`config.mk`:
```
export PLATFORM = sky130hd
export DESIGN_NAME = multi_slot_millisecond_event_timer_top
export DESIGN_NICKNAME = d
export VERILOG_FILES = /design/src/rtl/mset_pkg.sv /design/src/rtl/mset_ctrl.sv /design/src/rtl/mset_dp.sv /design/src/rtl/multi_slot_millisecond_event_timer_top.sv
export SDC_FILE = /design/constraint.sdc
export NUM_CORES = 1
export LEC_CHECK = 0
export CORE_MARGIN = 3
export CORE_UTILIZATION = 53
export DETAILED_ROUTE_END_ITERATION = 16
export DONT_BUFFER_PORTS = 1
export PLACE_DENSITY = 0.68
export SLEW_MARGIN = 20
export SYNTH_ARGS = -nofsm -noshare
export SYNTH_HDL_FRONTEND = slang
export SYNTH_SLANG_ARGS = --single-unit
export TNS_END_PERCENT = 50
```
`constraint.sdc`:
```
create_clock -name clk -period 6.9 [get_ports clk]
set_input_delay 0.69 -clock clk [delete_from_list [all_inputs] [get_ports clk]]
set_output_delay 0.69 -clock clk [all_outputs]
set_load 0.02 [all_outputs]
```
`src/rtl/mset_pkg.sv`:
```
package mset_pkg;

  localparam int OP_W      = 2;
  localparam int MASK_W    = 8;
  localparam int TIME_W    = 32;
  localparam int MAX_SLOTS = 32;
  localparam int SLOTS_DEF = 8;

  localparam logic [OP_W-1:0] OP_TICK    = 2'd0;
  localparam logic [OP_W-1:0] OP_ENABLE  = 2'd1;
  localparam logic [OP_W-1:0] OP_DISABLE = 2'd2;

  // controller -> datapath
  typedef struct packed {
    logic capture;   // latch input fields, clear walk state
    logic apply;     // enable/disable update
    logic walk_rd;   // read slot memories at walk index, advance
    logic step;      // advance millisecond count
    logic out_load;  // load result register
  } cmd_t;

  // datapath -> controller
  typedef struct packed {
    logic walk_last;
    logic out_free;
  } sts_t;

endpackage

```
`src/rtl/mset_ctrl.sv`:
```
module mset_ctrl import mset_pkg::*; (
  input  logic            clk,
  input  logic            rst_n,
  input  logic            in_valid,
  input  logic [OP_W-1:0] in_operation,
  output logic            in_ready,
  output cmd_t            cmd,
  input  sts_t            sts
);

  typedef enum logic [2:0] {
    S_IDLE,
    S_EXEC,
    S_WALK,
    S_DRAIN,
    S_FINISH
  } state_t;

  state_t state_r, state_nxt;

  always_comb begin
    state_nxt = state_r;
    cmd       = '0;
    in_ready  = 1'b0;
    unique case (state_r)
      S_IDLE: begin
        in_ready = 1'b1;
        if (in_valid) begin
          cmd.capture = 1'b1;
          state_nxt   = (in_operation == OP_TICK) ? S_WALK : S_EXEC;
        end
      end
      S_EXEC: begin
        cmd.apply = 1'b1;
        state_nxt = S_FINISH;
      end
      S_WALK: begin
        cmd.walk_rd = 1'b1;
        if (sts.walk_last) begin
          state_nxt = S_DRAIN;
        end
      end
      S_DRAIN: begin
        // last slot is checked this cycle; count advances at the same edge
        cmd.step  = 1'b1;
        state_nxt = S_FINISH;
      end
      S_FINISH: begin
        if (sts.out_free) begin
          cmd.out_load = 1'b1;
          state_nxt    = S_IDLE;
        end
      end
      default: begin
        state_nxt = S_IDLE;
      end
    endcase
  end

  always_ff @(posedge clk) begin
    if (!rst_n) begin
      state_r <= S_IDLE;
    end else begin
      state_r <= state_nxt;
    end
  end

endmodule

```
`src/rtl/mset_dp.sv`:
```
module mset_dp import mset_pkg::*; #(
  parameter int SLOTS = SLOTS_DEF
) (
  input  logic              clk,
  input  logic              rst_n,
  input  logic [OP_W-1:0]   in_operation,
  input  logic [MASK_W-1:0] in_slot_mask,
  input  logic [TIME_W-1:0] in_period_ms,
  input  logic              in_periodic,
  input  cmd_t              cmd,
  output sts_t              sts,
  input  logic              out_ready,
  output logic              out_valid,
  output logic [MASK_W-1:0] out_fired_mask,
  output logic [MASK_W-1:0] out_enabled_mask,
  output logic [TIME_W-1:0] out_time_ms
);

  localparam int IW = (SLOTS > 1) ? $clog2(SLOTS) : 1;

  // captured item
  logic [OP_W-1:0]   op_r;
  logic [SLOTS-1:0]  mask_r;
  logic [TIME_W-1:0] period_r;
  logic              periodic_r;

  logic [TIME_W-1:0] now_r;
  logic [SLOTS-1:0]  en_r, en_nxt;
  logic [SLOTS-1:0]  fired_r, fired_nxt;

  // slot walk: read stage then check stage
  logic [IW-1:0]     rd_idx_r;
  logic              chk_v_r;
  logic [IW-1:0]     chk_idx_r;
  logic [TIME_W-1:0] due_q_r;
  logic [TIME_W-1:0] rel_q_r;

  logic [TIME_W-1:0] due_mem [SLOTS];
  logic [TIME_W-1:0] rel_mem [SLOTS];

  logic              out_valid_r;
  logic [MASK_W-1:0] out_fired_r;
  logic [MASK_W-1:0] out_en_r;
  logic [TIME_W-1:0] out_time_r;

  logic [MAX_SLOTS-1:0] mask_ext;
  logic                 onehot;
  logic [IW-1:0]        arm_idx;
  logic                 arm_we;
  logic                 hit;
  logic                 reload_zero;

  assign mask_ext = MAX_SLOTS'(in_slot_mask);

  assign onehot = (mask_r != '0) && ((mask_r & (mask_r - SLOTS'(1))) == '0);

  always_comb begin
    arm_idx = '0;
    for (int i = 0; i < SLOTS; i++) begin
      if (mask_r[i]) begin
        arm_idx = IW'(i);
      end
    end
  end

  assign arm_we      = cmd.apply && (op_r == OP_ENABLE) && onehot;
  assign hit         = chk_v_r && en_r[chk_idx_r] && (due_q_r == now_r);
  assign reload_zero = (rel_q_r == '0);

  always_comb begin
    en_nxt    = en_r;
    fired_nxt = fired_r;
    if (cmd.apply) begin
      case (op_r)
        OP_ENABLE:  en_nxt = en_r | mask_r;
        OP_DISABLE: en_nxt = en_r & ~mask_r;
        default:    en_nxt = en_r;
      endcase
    end
    if (hit) begin
      fired_nxt[chk_idx_r] = 1'b1;
      if (reload_zero) begin
        en_nxt[chk_idx_r] = 1'b0;
      end
    end
    if (cmd.capture) begin
      fired_nxt = '0;
    end
  end

  // input capture
  always_ff @(posedge clk) begin
    if (cmd.capture) begin
      op_r       <= in_operation;
      mask_r     <= mask_ext[SLOTS-1:0];
      period_r   <= in_period_ms;
      periodic_r <= in_periodic;
    end
  end

  // slot memories: one write port, one registered read port each
  always_ff @(posedge clk) begin
    if (arm_we) begin
      due_mem[arm_idx] <= now_r + period_r;
      rel_mem[arm_idx] <= periodic_r ? period_r : '0;
    end else if (hit && !reload_zero) begin
      due_mem[chk_idx_r] <= due_q_r + rel_q_r;
    end
    if (cmd.walk_rd) begin
      due_q_r <= due_mem[rd_idx_r];
      rel_q_r <= rel_mem[rd_idx_r];
    end
  end

  always_ff @(posedge clk) begin
    if (!rst_n) begin
      now_r    <= '0;
      en_r     <= '0;
      fired_r  <= '0;
      rd_idx_r <= '0;
      chk_v_r  <= 1'b0;
      chk_idx_r <= '0;
    end else begin
      en_r      <= en_nxt;
      fired_r   <= fired_nxt;
      chk_v_r   <= cmd.walk_rd;
      chk_idx_r <= rd_idx_r;
      if (cmd.capture) begin
        rd_idx_r <= '0;
      end else if (cmd.walk_rd) begin
        rd_idx_r <= rd_idx_r + IW'(1);
      end
      if (cmd.step) begin
        now_r <= now_r + TIME_W'(1);
      end
    end
  end

  // result register
  always_ff @(posedge clk) begin
    if (!rst_n) begin
      out_valid_r <= 1'b0;
    end else if (cmd.out_load) begin
      out_valid_r <= 1'b1;
    end else if (out_ready) begin
      out_valid_r <= 1'b0;
    end
  end

  always_ff @(posedge clk) begin
    if (cmd.out_load) begin
      out_fired_r <= MASK_W'(fired_r);
      out_en_r    <= MASK_W'(en_r);
      out_time_r  <= now_r;
    end
  end

  assign sts.walk_last = (rd_idx_r == IW'(SLOTS - 1));
  assign sts.out_free  = !out_valid_r || out_ready;

  assign out_valid        = out_valid_r;
  assign out_fired_mask   = out_fired_r;
  assign out_enabled_mask = out_en_r;
  assign out_time_ms      = out_time_r;

endmodule

```
`src/rtl/multi_slot_millisecond_event_timer_top.sv`:
```
// Flow: a tick walks every slot through the due/reload memories on their
//   single read port, then passes a drain state and a finish state; enable,
//   disable and unused codes pass an exec state and the finish state.
// A new item is taken only once the last result is loaded (in_ready in idle).
// Reset (rst_n, synchronous, active low) clears the count, enables and
//   handshakes; slot memories are not cleared and hold data only once armed.
module multi_slot_millisecond_event_timer_top import mset_pkg::*; #(
  parameter int SLOTS = SLOTS_DEF
) (
  input  logic              clk,
  input  logic              rst_n,
  input  logic              in_valid,
  output logic              in_ready,
  input  logic [OP_W-1:0]   in_operation,
  input  logic [MASK_W-1:0] in_slot_mask,
  input  logic [TIME_W-1:0] in_period_ms,
  input  logic              in_periodic,
  output logic              out_valid,
  input  logic              out_ready,
  output logic [MASK_W-1:0] out_fired_mask,
  output logic [MASK_W-1:0] out_enabled_mask,
  output logic [TIME_W-1:0] out_time_ms
);

  cmd_t cmd;
  sts_t sts;

  mset_ctrl u_ctrl (
    .clk          (clk),
    .rst_n        (rst_n),
    .in_valid     (in_valid),
    .in_operation (in_operation),
    .in_ready     (in_ready),
    .cmd          (cmd),
    .sts          (sts)
  );

  mset_dp #(
    .SLOTS (SLOTS)
  ) u_dp (
    .clk              (clk),
    .rst_n            (rst_n),
    .in_operation     (in_operation),
    .in_slot_mask     (in_slot_mask),
    .in_period_ms     (in_period_ms),
    .in_periodic      (in_periodic),
    .cmd              (cmd),
    .sts              (sts),
    .out_ready        (out_ready),
    .out_valid        (out_valid),
    .out_fired_mask   (out_fired_mask),
    .out_enabled_mask (out_enabled_mask),
    .out_time_ms      (out_time_ms)
  );

endmodule

```
After elaboration in Yosys (flattened, before gate mapping)
Memory sizes are Yosys's and may differ from the RTL's. A register that Yosys moved wholly into a read port is not among the register bits.
Index checks and enable logic that the tools add are counted.
Widths: inputs -> output; s select.
{ "word_totals": {"regBits": 150, "ram_bits": 512, "inputBits": 47, "out_inout_bits": 50, "word_cells": 102, "mem_count": 2} }
{ "op_classes": {"add_sub_neg": 5, "n_lt_le_gt_ge": 2, "eq_ne": 11, "mux": 39, "bitwise_logic": 8, "n_reduce_logical": 20} }
{ "memory_table": {"columns": ["memory", "words", "width", "read_ports", "rd_ports_with_merged_regs", "write_ports", "line_no", "rtl"], "rows": [
  ["u_dp.due_mem", 8, 32, 1, 1, 1, "mset_dp.sv:38", "logic [TIME_W-1:0] due_mem [SLOTS];"],
  ["u_dp.rel_mem", 8, 32, 1, 1, 1, "mset_dp.sv:39", "logic [TIME_W-1:0] rel_mem [SLOTS];"]
]} }
{ "ops": {"columns": ["op", "count"], "rows": [
  ["$add 32x32->32", 2],
  ["$mux 32", 2],
  ["$add 32x1->32 const B", 1],
  ["$eq 32x32->1", 1],
  ["$logic_not 32->1", 1],
  ["$reduce_or 32->1", 1],
  ["$and 8x8->8", 3],
  ["$mux 3", 8],
  ["$mux 8", 3],
  ["$mux 1", 19],
  ["$not 8->8", 2],
  ["$or 8x8->8", 2],
  ["$pmux 8 s2", 1],
  ["$pmux 3 s4", 1],
  ["$logic_not 8->1", 1],
  ["$reduce_bool 8->1", 1],
  ["$sub 8x1->8 const B", 1],
  ["$logic_and 1x1->1", 7],
  ["$eq 3x2->1 const B", 2],
  ["$eq 3x3->1 const B", 2],
  ["$mux 2", 3],
  ["$ne 2x2->1 const B", 3],
  ["$lt 3x4->1 const B", 1],
  ["$reduce_or 2->1", 2],
  ["14 further kinds", 15]
]} }

Logic depth before layout (Yosys ltp)
Gate-level depths: netlist of the first run.
{ "logic_depth": {"depth_word": 10, "mapped_depth": 12} }

By module
From an unflattened synthesis of the first run, not the netlist that was laid out.
{ "unflattened": {"cells_unflattened": 1815, "hier_area_um2": 30739.5} }
{ "modules_own_cells": {"columns": ["mod", "n_inst", "cells_per_inst", "area_each_um2", "seq_area_each_um2"], "rows": [
  ["mset_dp", 1, 1785, 30464.2, 21150.3],
  ["mset_ctrl", 1, 30, 275.3, 60.1]
]} }

Worst setup path after synthesis of the first run
No wires, ideal clock.
{ "synth_path": {"kind": "flip-flop to flip-flop", "startpoint": "register u_dp.mask_r[3]", "endpoint": "memory u_dp.due_mem[6][0] (enable)", "setup_time_ps": 428, "arrival_time_ps": 4901, "required_time_ps": 6472, "slack_ps": 1571, "path_stages_with_launch": 9, "period_less_slack_ps": 5329, "cell_sequence": "edfxtp_1 -> nor4_4 -> mux2i_1 -> nor2_1 -> a21oi_1 -> o21ai_1 -> nand4b_1 -> nor3b_1 -> o21bai_1"} }
{ "synth_via": {"elab_chain_cells": 9} }
{ "synth_rtl": {"columns": ["element", "line_no", "rtl"], "rows": [
  ["start: declaration", "mset_dp.sv:23", "logic [SLOTS-1:0] mask_r;"],
  ["start signal: assignment", "mset_dp.sv:95", "mask_r <= mask_ext[SLOTS-1:0];"],
  ["$sub 8x1->8", "mset_dp.sv:55", "assign onehot = (mask_r != '0) && ((mask_r & (mask_r - SLOTS'(1))) == '0);"],
  ["$and 8x8->8", "mset_dp.sv:55", null],
  ["$logic_not 8->1", "mset_dp.sv:55", null],
  ["$logic_and 1x1->1", "mset_dp.sv:55", null],
  ["$logic_and 1x1->1", "mset_dp.sv:66", "assign arm_we = cmd.apply && (op_r == OP_ENABLE) && onehot;"],
  ["$mux 1", "mset_dp.sv:103", "if (arm_we) begin"],
  ["$mux 1 (implied by the code)", "mset_dp.sv:107", "due_mem[chk_idx_r] <= due_q_r + rel_q_r;"],
  ["$reduce_or 32->1 (no source line)", null, null],
  ["$mux 3 (no source line) / $mux 1 (equally long branches)", null, null],
  ["end: declaration", "mset_dp.sv:38", null]
]} }
Several ways; a longest one is shown, not always the timed one.

Worst setup path in the final report of the first run
{ "layout_path": {"startpoint": "register u_dp.now_r[4]", "endpoint": "memory u_dp.due_mem[6][25] (enable)"} }
{ "layout_via": {"elab_chain_cells": 8} }
{ "layout_rtl": {"columns": ["element", "line_no", "rtl"], "rows": [
  ["start: declaration", "mset_dp.sv:27", "logic [TIME_W-1:0] now_r;"],
  ["start signal: assignment", "mset_dp.sv:134", "now_r <= now_r + TIME_W'(1);"],
  ["$eq 32x32->1 *", "mset_dp.sv:67", "assign hit = chk_v_r && en_r[chk_idx_r] && (due_q_r == now_r);"],
  ["$logic_and 1x1->1 *", "mset_dp.sv:67", null],
  ["$logic_and 1x1->1 *", "mset_dp.sv:106", "end else if (hit && !reload_zero) begin"],
  ["$mux 1 *", "mset_dp.sv:106", null],
  ["$mux 1 *", "mset_dp.sv:103", null],
  ["$mux 1 (implied by the code) *", "mset_dp.sv:107", null],
  ["$reduce_or 32->1 (no source line)", null, null],
  ["$mux 3 (no source line) / $mux 1 (equally long branches)", null, null]
]} }
Every way passes the cells marked *; elsewhere a longest branch is shown, timed or not.

==> flow_summary.json, run 1 <==
{
  "post_cts_resized": 0,
  "final_common_cell": "edfxtp_1",
  "netlist_instances": 1844,
  "synthTopCellsByArea": "edfxtp_1 (65%), mux4_2 (9.3%), dfxtp_1 (3.8%), ha_1 (2.7%), mux2_2 (2.3%)",
  "grt_max_degree": 57,
  "yosysTopAreaCell": "edfxtp_1",
  "seq_area_frac_synth_pct": 68.7,
  "insertion_delay_ps": 620,
  "core-area_um2": 57000,
  "sw_frac_of_total_pct": 20.8,
  "min_path_cells": 0,
  "cts_buffers": 74,
  "nets": 2002,
  "reg2reg_slack_ps": 2810,
  "postCtsHoldBufs": 0,
  "status": "finished, final reports clean",
  "gr-total-overflow": 0,
  "r2r_cells": 9,
  "r2r-start": "u_dp.now_r[4]",
  "worst-setup-path-type": "reg -> reg",
  "die_w_um": 247,
  "powerDensity_nw_per_um2": 266,
  "p_comb_share_pct": 3.4,
  "synth-seq-cells": 726,
  "fmax_mhz": 245,
  "ios": 97,
  "synth_edf_count": 667,
  "grt_pass1_wl_um": 108000,
  "worst_setup_path_start_kind": "register",
  "worstPathArrival_ps": 4330,
  "worst_pin_slew_ps": 1020,
  "cp.required_ps": 7140,
  "initial_core_util_pct": 54.1,
  "clockRootBuffer": "clkbuf_16",
  "routedWlPerCell_um": 26.7,
  "drtIter0Drc": 1254,
  "synth_cell_types": 80,
  "grt_usage_pct": 24.0,
  "yosys_warnings": 0,
  "layout_common_cells": "edfxtp_1 (667), mux4_2 (128), nand2_1 (100)",
  "syn_to_final_growth_pct": 11.0,
  "cap_violations": 0,
  "endpoint_kind": "register",
  "hold_viol_final": 0,
  "timing.hold.ws_ps": 164,
  "total_power_mw": 9.13,
  "cts_tree": "built",
  "drc": 0,
  "power_switching_mw": 1.90,
  "synth-main-ff-cell": "edfxtp_1",
  "design_area_um2": 34300,
  "n_fill_cell": 4215,
  "finalCritPeriodShare_pct": 59.3,
  "p_leak_nw": 11.4,
  "r2r_end": "u_dp.due_mem[6][25]",
  "yosysTopAreaCellShare_pct": 64.9,
  "final.setup.tns_ps": 0,
  "fin_util_pct": 60.1,
  "holdPathEnd": "u_dp.period_r[3]",
  "fin_crit_ps": 4090,
  "grt_pass1_vias": 16575,
  "via_per_inst": 6.15,
  "dp_cells": 2566,
  "wirelength_um": 72100,
  "setup_violations": 0,
  "syn_nets": 1960,
  "vias": 16608,
  "first_pass_iters": 5,
  "path_max_fanout": 32,
  "portBuffers": 0,
  "clk_pin_slew_ps": 60,
  "cts_max_level": 3,
  "max_slew_margin_pct": 30.9,
  "grt_setup_unrepaired": "false",
  "vdd_drop_max_v": 0.000233,
  "place.gp.congestion": 0.944,
  "p_seq_share_pct": 53.8,
  "drive_above_1_share_pct": 19.7,
  "pre_cts_ws_ps": 2940,
  "die_area_um2": 61200,
  "fin_ws_ps": 2810,
  "dp_hpwl_um": 46800,
  "hold_path.startpoint": "in_period_ms[3]",
  "placed_area_um2": 31900,
  "die_y_um": 247,
  "antenna_found_initial": 4,
  "synthesis.area_um2": 30900,
  "clkSinkCount": 726,
  "slew_viol_final": 0,
  "skew_ps": 26.2,
  "p_int_mw": 7.22,
  "final-instance-count-excl-fill": 2702,
  "rows": 87,
  "clkPwrFrac_pct": 42.9,
  "async_flop_share_pct": 0,
  "clockBufferDepth": 3,
  "postCtsSetupBuffers": 0,
  "hold_class": "in -> reg",
  "syn_area_per_cell_um2": 16.7,
  "detail-route-antenna-nets": 0
}
[flip-flops by register name, summed over array words and instances (netlist names), 2 cells and up]
| register | flops |
|---|---|
| u_dp.due_mem | 256 |
| u_dp.rel_mem | 256 |
| u_dp.due_q_r | 32 |
| u_dp.now_r | 32 |
| u_dp.out_time_ms | 32 |
| u_dp.period_r | 32 |
| u_dp.rel_q_r | 32 |
| u_dp.en_r | 8 |
| u_dp.fired_r | 8 |
| u_dp.mask_r | 8 |
| u_dp.out_enabled_mask | 8 |
| u_dp.out_fired_mask | 8 |
| u_ctrl.state_r | 3 |
| u_dp.chk_idx_r | 3 |
| u_dp.rd_idx_r | 3 |
| u_dp.op_r | 2 |
[cell type report]
| class | instances | area (um^2) | area share (%) |
|---|---|---|---|
| clock inverters | 38 | 362 | 1.05 |
| diodes | 3 | 7.51 | 0.0219 |
| repair buffers | 28 | 210 | 0.613 |
| flip-flops and latches | 726 | 21200 | 61.9 |
| multi-input cells | 1022 | 9390 | 27.4 |
| well taps | 756 | 946 | 2.76 |
| inverters | 34 | 130 | 0.380 |
| clock buffers | 95 | 2010 | 5.88 |
[critical path: stages, from the launching register on]
cell and delay [ps]:
dfxtp_1 400, xnor2_1 410, nand4_1 140, nor4_1 320
nand4_1 380, nor3_2 450, and3_1 580, nand3_1 320
o21bai_4 200, buf_4 450
[cells in the mapped netlist, types with 3 or more instances]
master and count:
edfxtp_1 667, mux4_2 128, nand2_1 100, a21oi_1 70
nor2_1 70, ha_1 67, xnor2_1 66, o21ai_0 65
and2_1 64, mux2_2 64, dfxtp_1 59, xor2_1 45
clkbuf_1 42, inv_1 33, a21o_1 30, nand4_1 21
a31oi_1 16, nor3_1 16, nand3_1 15, nor4_1 13
o21bai_1 13, buf_2 12, a21boi_0 11, nor2b_1 11
mux2i_1 9, a211oi_1 8, a22o_1 8, and3_1 8
o21a_1 8, o21ai_1 8, nand2b_1 6, o211ai_1 6
o31ai_1 6, or3_1 6, buf_1 5, nor3b_1 5
or3_2 5, a221o_1 3, nand2b_4 3
[power groups by stage]
| stage | combinational, mW | sequential [mW] | clock [mW] |
|---|---|---|---|
| after floorplan | 0.228 | 4.97 | 0 |
| after global placement | 0.298 | 5.00 | 0 |
| after detailed placement | 0.307 | 5.00 | 0 |
| after CTS | 0.308 | 4.90 | 3.99 |
| after global routing | 0.339 | 4.91 | 4.17 |
| final | 0.306 | 4.91 | 3.91 |
[worst max path at each step]
stage               cells past startpoint            start             endpoint  slack [ps]
floorplan                               8   u_dp.mask_r[3]   u_dp.due_mem[6][0]        1570
global placement                        9  u_dp.due_q_r[4]  u_dp.due_mem[6][26]        3050
detailed placement                      9    u_dp.now_r[7]  u_dp.due_mem[6][29]        2940
CTS                                     9    u_dp.now_r[7]   u_dp.due_mem[6][5]        2910
global route                            9    u_dp.now_r[8]  u_dp.due_mem[7][28]        2650
finish                                  9    u_dp.now_r[4]  u_dp.due_mem[6][25]        2810
[routing by layer]
metal	global-route usage, %	vias to the layer above	wire length [um]
li1	-	7345	-
met1	33.3	8559	30000
met2	39.2	597	35300
met3	4.76	107	4870
met4	6.90	0	1910
met5	0	-	0
[kinds of logic after synthesis]
| family | share of synthesized area [%] |
|---|---|
| flops | 68.7 |
| simple gates | 6.29 |
| compound gates | 5.78 |
| mux | 12.0 |
| xor+xnor | 3.15 |
| buf+inv | 1.28 |
| fa+ha+maj | 2.84 |
Power figures use the tool's default switching activity.
==> run 2, diff against run 1 <==
- ABC_AREA: not set -> 1
- clock period: 6.9 -> 4.1 ns (I/O delays scaled with it)
==> run 2 against run 1 <==
Largest power group unchanged. Die area is 6.7% higher. Routed wire length grew 40%. Critical endpoint is now u_dp.due_mem[4][28]. Register-to-register slack got worse by 2500 ps. Critical path type unchanged. Via count rose by 47%.
==> flow_summary.json, run 2 <==
{
  "p_int_mw": 13.8,
  "placed_area_um2": 34300,
  "fin_ws_ps": 350,
  "crit_path_max_incr_delay_ps": 580,
  "synth-seq-cells": 726,
  "synth_cell_types": 50,
  "die_area_um2": 65300,
  "endpoint_kind": "register",
  "fin_crit_ps": 3750,
  "worst_setup_path_start_kind": "register",
  "gr-total-overflow": 0,
  "syn_nets": 3312,
  "grt_pass1_vias": 22780,
  "clkPwrFrac_pct": 34.0,
  "status": "finished, final reports clean",
  "clkSinkCount": 726,
  "cts_max_level": 3,
  "ios": 97,
  "worstPathArrival_ps": 4220,
  "r2r_cells": 11,
  "r2r-start": "u_dp.now_r[0]",
  "r2r_end": "u_dp.due_mem[4][28]",
  "synth_edf_count": 667,
  "grt_setup_unrepaired": "false",
  "skew_ps": 30.0,
  "place.gp.congestion": 1.03,
  "yosysTopAreaCell": "edfxtp_1",
  "powerDensity_nw_per_um2": 540,
  "drive_above_1_share_pct": 7.24,
  "die_w_um": 255,
  "yosys_warnings": 0,
  "worst_pin_slew_ps": 1010,
  "async_flop_share_pct": 0,
  "synth-main-ff-cell": "edfxtp_1",
  "cts_tree": "built",
  "clk_pin_slew_ps": 60,
  "core-area_um2": 60900,
  "reg2reg_slack_ps": 350,
  "worst-setup-path-type": "reg -> reg",
  "yosysMostFrequentCell": "edfxtp_1",
  "cap_violations": 0,
  "grt_pass1_wl_um": 149000,
  "path_max_fanout": 8,
  "slew_viol_final": 0,
  "setup_violations": 0,
  "sw_frac_of_total_pct": 31.4,
  "nets": 3373,
  "pre_cts_ws_ps": 493,
  "grt_max_degree": 127,
  "vias": 24387,
  "top_regs": "u_dp.due_mem x256, u_dp.rel_mem x256",
  "routedWlPerCell_um": 24.4,
  "synthTopCellsByCount": "edfxtp_1 (667), nor2_1 (657), nand2_1 (490)",
  "die_y_um": 255,
  "initial_core_util_pct": 54.2,
  "hold_class": "in -> reg",
  "synthesis.area_um2": 33000,
  "grt_usage_pct": 30.5,
  "p_seq_share_pct": 46.4,
  "worstPathCellList": "ha_1, inv_1, fa_1, o21ai_0, nand3_1, nand3_1, nand3_1, o21ai_0, nor2_1, o21ai_0, buf_4",
  "fmax_mhz": 267,
  "via_per_inst": 5.88,
  "drc": 0,
  "power_switching_mw": 6.31,
  "layout_common_cells": "edfxtp_1 (667), nor2_1 (646), nand2_1 (490)",
  "wirelength_um": 101000,
  "yosysTopAreaCellShare_pct": 60.7,
  "clockRootBuffer": "clkbuf_16",
  "vdd_drop_max_v": 0.000475,
  "fin_util_pct": 61.1,
  "clockBufferDepth": 3,
  "hold_viol_final": 0,
  "max_slew_margin_pct": 32.1,
  "design_area_um2": 37200,
  "seq_area_frac_synth_pct": 64.3,
  "first_pass_iters": 6,
  "rows": 90,
  "antenna_found_initial": 4,
  "worstSetupEndpoint": "u_dp.due_mem[4][28]",
  "dp_hpwl_um": 70300,
  "drtIter0Drc": 2753,
  "p_leak_nw": 13.6,
  "final_common_cell": "edfxtp_1",
  "synthTopCellsByArea": "edfxtp_1 (61%), nor2_1 (7.5%), nand2_1 (5.6%), o21ai_0 (5.5%), dfxtp_1 (3.6%)",
  "syn_area_per_cell_um2": 10.3,
  "portBuffers": 0,
  "cp.required_ps": 4570,
  "slowest_stage": "o21ai_0",
  "crit_start": "u_dp.now_r[0]",
  "syn_to_final_growth_pct": 12.8,
  "p_comb_share_pct": 19.6,
  "cts_buffers": 76,
  "detail-route-antenna-nets": 0,
  "insertion_delay_ps": 630,
  "netlist_instances": 3196,
  "finalCritPeriodShare_pct": 91.5
}
run 2: logic make-up after synthesis:
family / count (synthesis) / share of synthesized area [%]
buffers and inverters: 349 / 4.19
flip-flops: 726 / 64.3
AND/OR/NAND/NOR: 1324 / 16.3
XOR/XNOR: 67 / 1.78
AO/OA/AOI/OAI: 661 / 10.8
adder cells (fa/ha/maj): 69 / 2.66
run 2: cell type report:
class | instances | area (um^2)
Clock inverter | 51 | 504
Sequential cell | 726 | 21200
Antenna cell | 2 | 5.00
Inverter | 229 | 880
Multi-Input combinational cell | 2121 | 10500
Fill cell | 4943 | 23700
Clock buffer | 87 | 1950
Tap cell | 828 | 1040
Timing Repair Buffer | 103 | 1080
run 2: through the flow:
step | cells | hold slack [ps] | power, mW | setup TNS, ps
2_1_floorplan | 3196 | 408 | 11.7 | -49020
3_3_place_gp | 3963 | 416 | 13.3 | 0
3_5_place_dp | 3963 | 415 | 13.3 | 0
4_1_cts | 4145 | 4.33 | 20.1 | 0
5_1_grt | 4146 | 40.7 | 20.9 | 0
6_report | 4147 | 33.0 | 20.1 | 0
run 2: routing by layer:
layer  GRT usage, %  vias up  routed length (um)
met3           5.94      188                9360
met2           46.3     1181               44700
met4           10.5        0                3670
met1           44.5    11766               43300
met5              0        -                   0
li1               -    11252                   -
run 2: worst min-delay path by stage:
stage	start	end	slack, ps	cells after the start
2_1_floorplan	u_dp.en_r[0]	u_dp.out_enabled_mask[0]	410	0
3_3_place_gp	u_dp.fired_r[4]	u_dp.out_fired_mask[4]	420	0
3_5_place_dp	u_dp.fired_r[7]	u_dp.out_fired_mask[7]	410	0
4_1_cts	rst_n	u_dp.en_r[3]	4	4
5_1_grt	rst_n	u_dp.en_r[6]	40	3
6_report	rst_n	u_dp.en_r[3]	30	4
run 2: worst max-delay path, delay by kind of cell (launching register included):
| family | cells | cell delay (ps) |
|---|---|---|
| adder cells (fa/ha/maj) | 2 | 690 |
| AND/OR/NAND/NOR | 4 | 500 |
| AO/OA/AOI/OAI | 3 | 1540 |
| flip-flops | 1 | 490 |
| buffers and inverters | 2 | 370 |
run 2: power groups by stage:
stage | Clock [mW] | Sequential [mW] | Combinational [mW]
2_1_floorplan | 0 | 9.19 | 2.54
3_3_place_gp | 0 | 9.45 | 3.83
3_5_place_dp | 0 | 9.45 | 3.84
4_1_cts | 6.91 | 9.30 | 3.89
5_1_grt | 7.22 | 9.33 | 4.33
6_report | 6.84 | 9.32 | 3.94
run 2: repair_timing:
action | in CTS | in global routing
buffers inserted | 0 | 0
hold endpoints to repair | 59 | 0
resized for setup | 0 | 0
hold buffers | 44 | 0
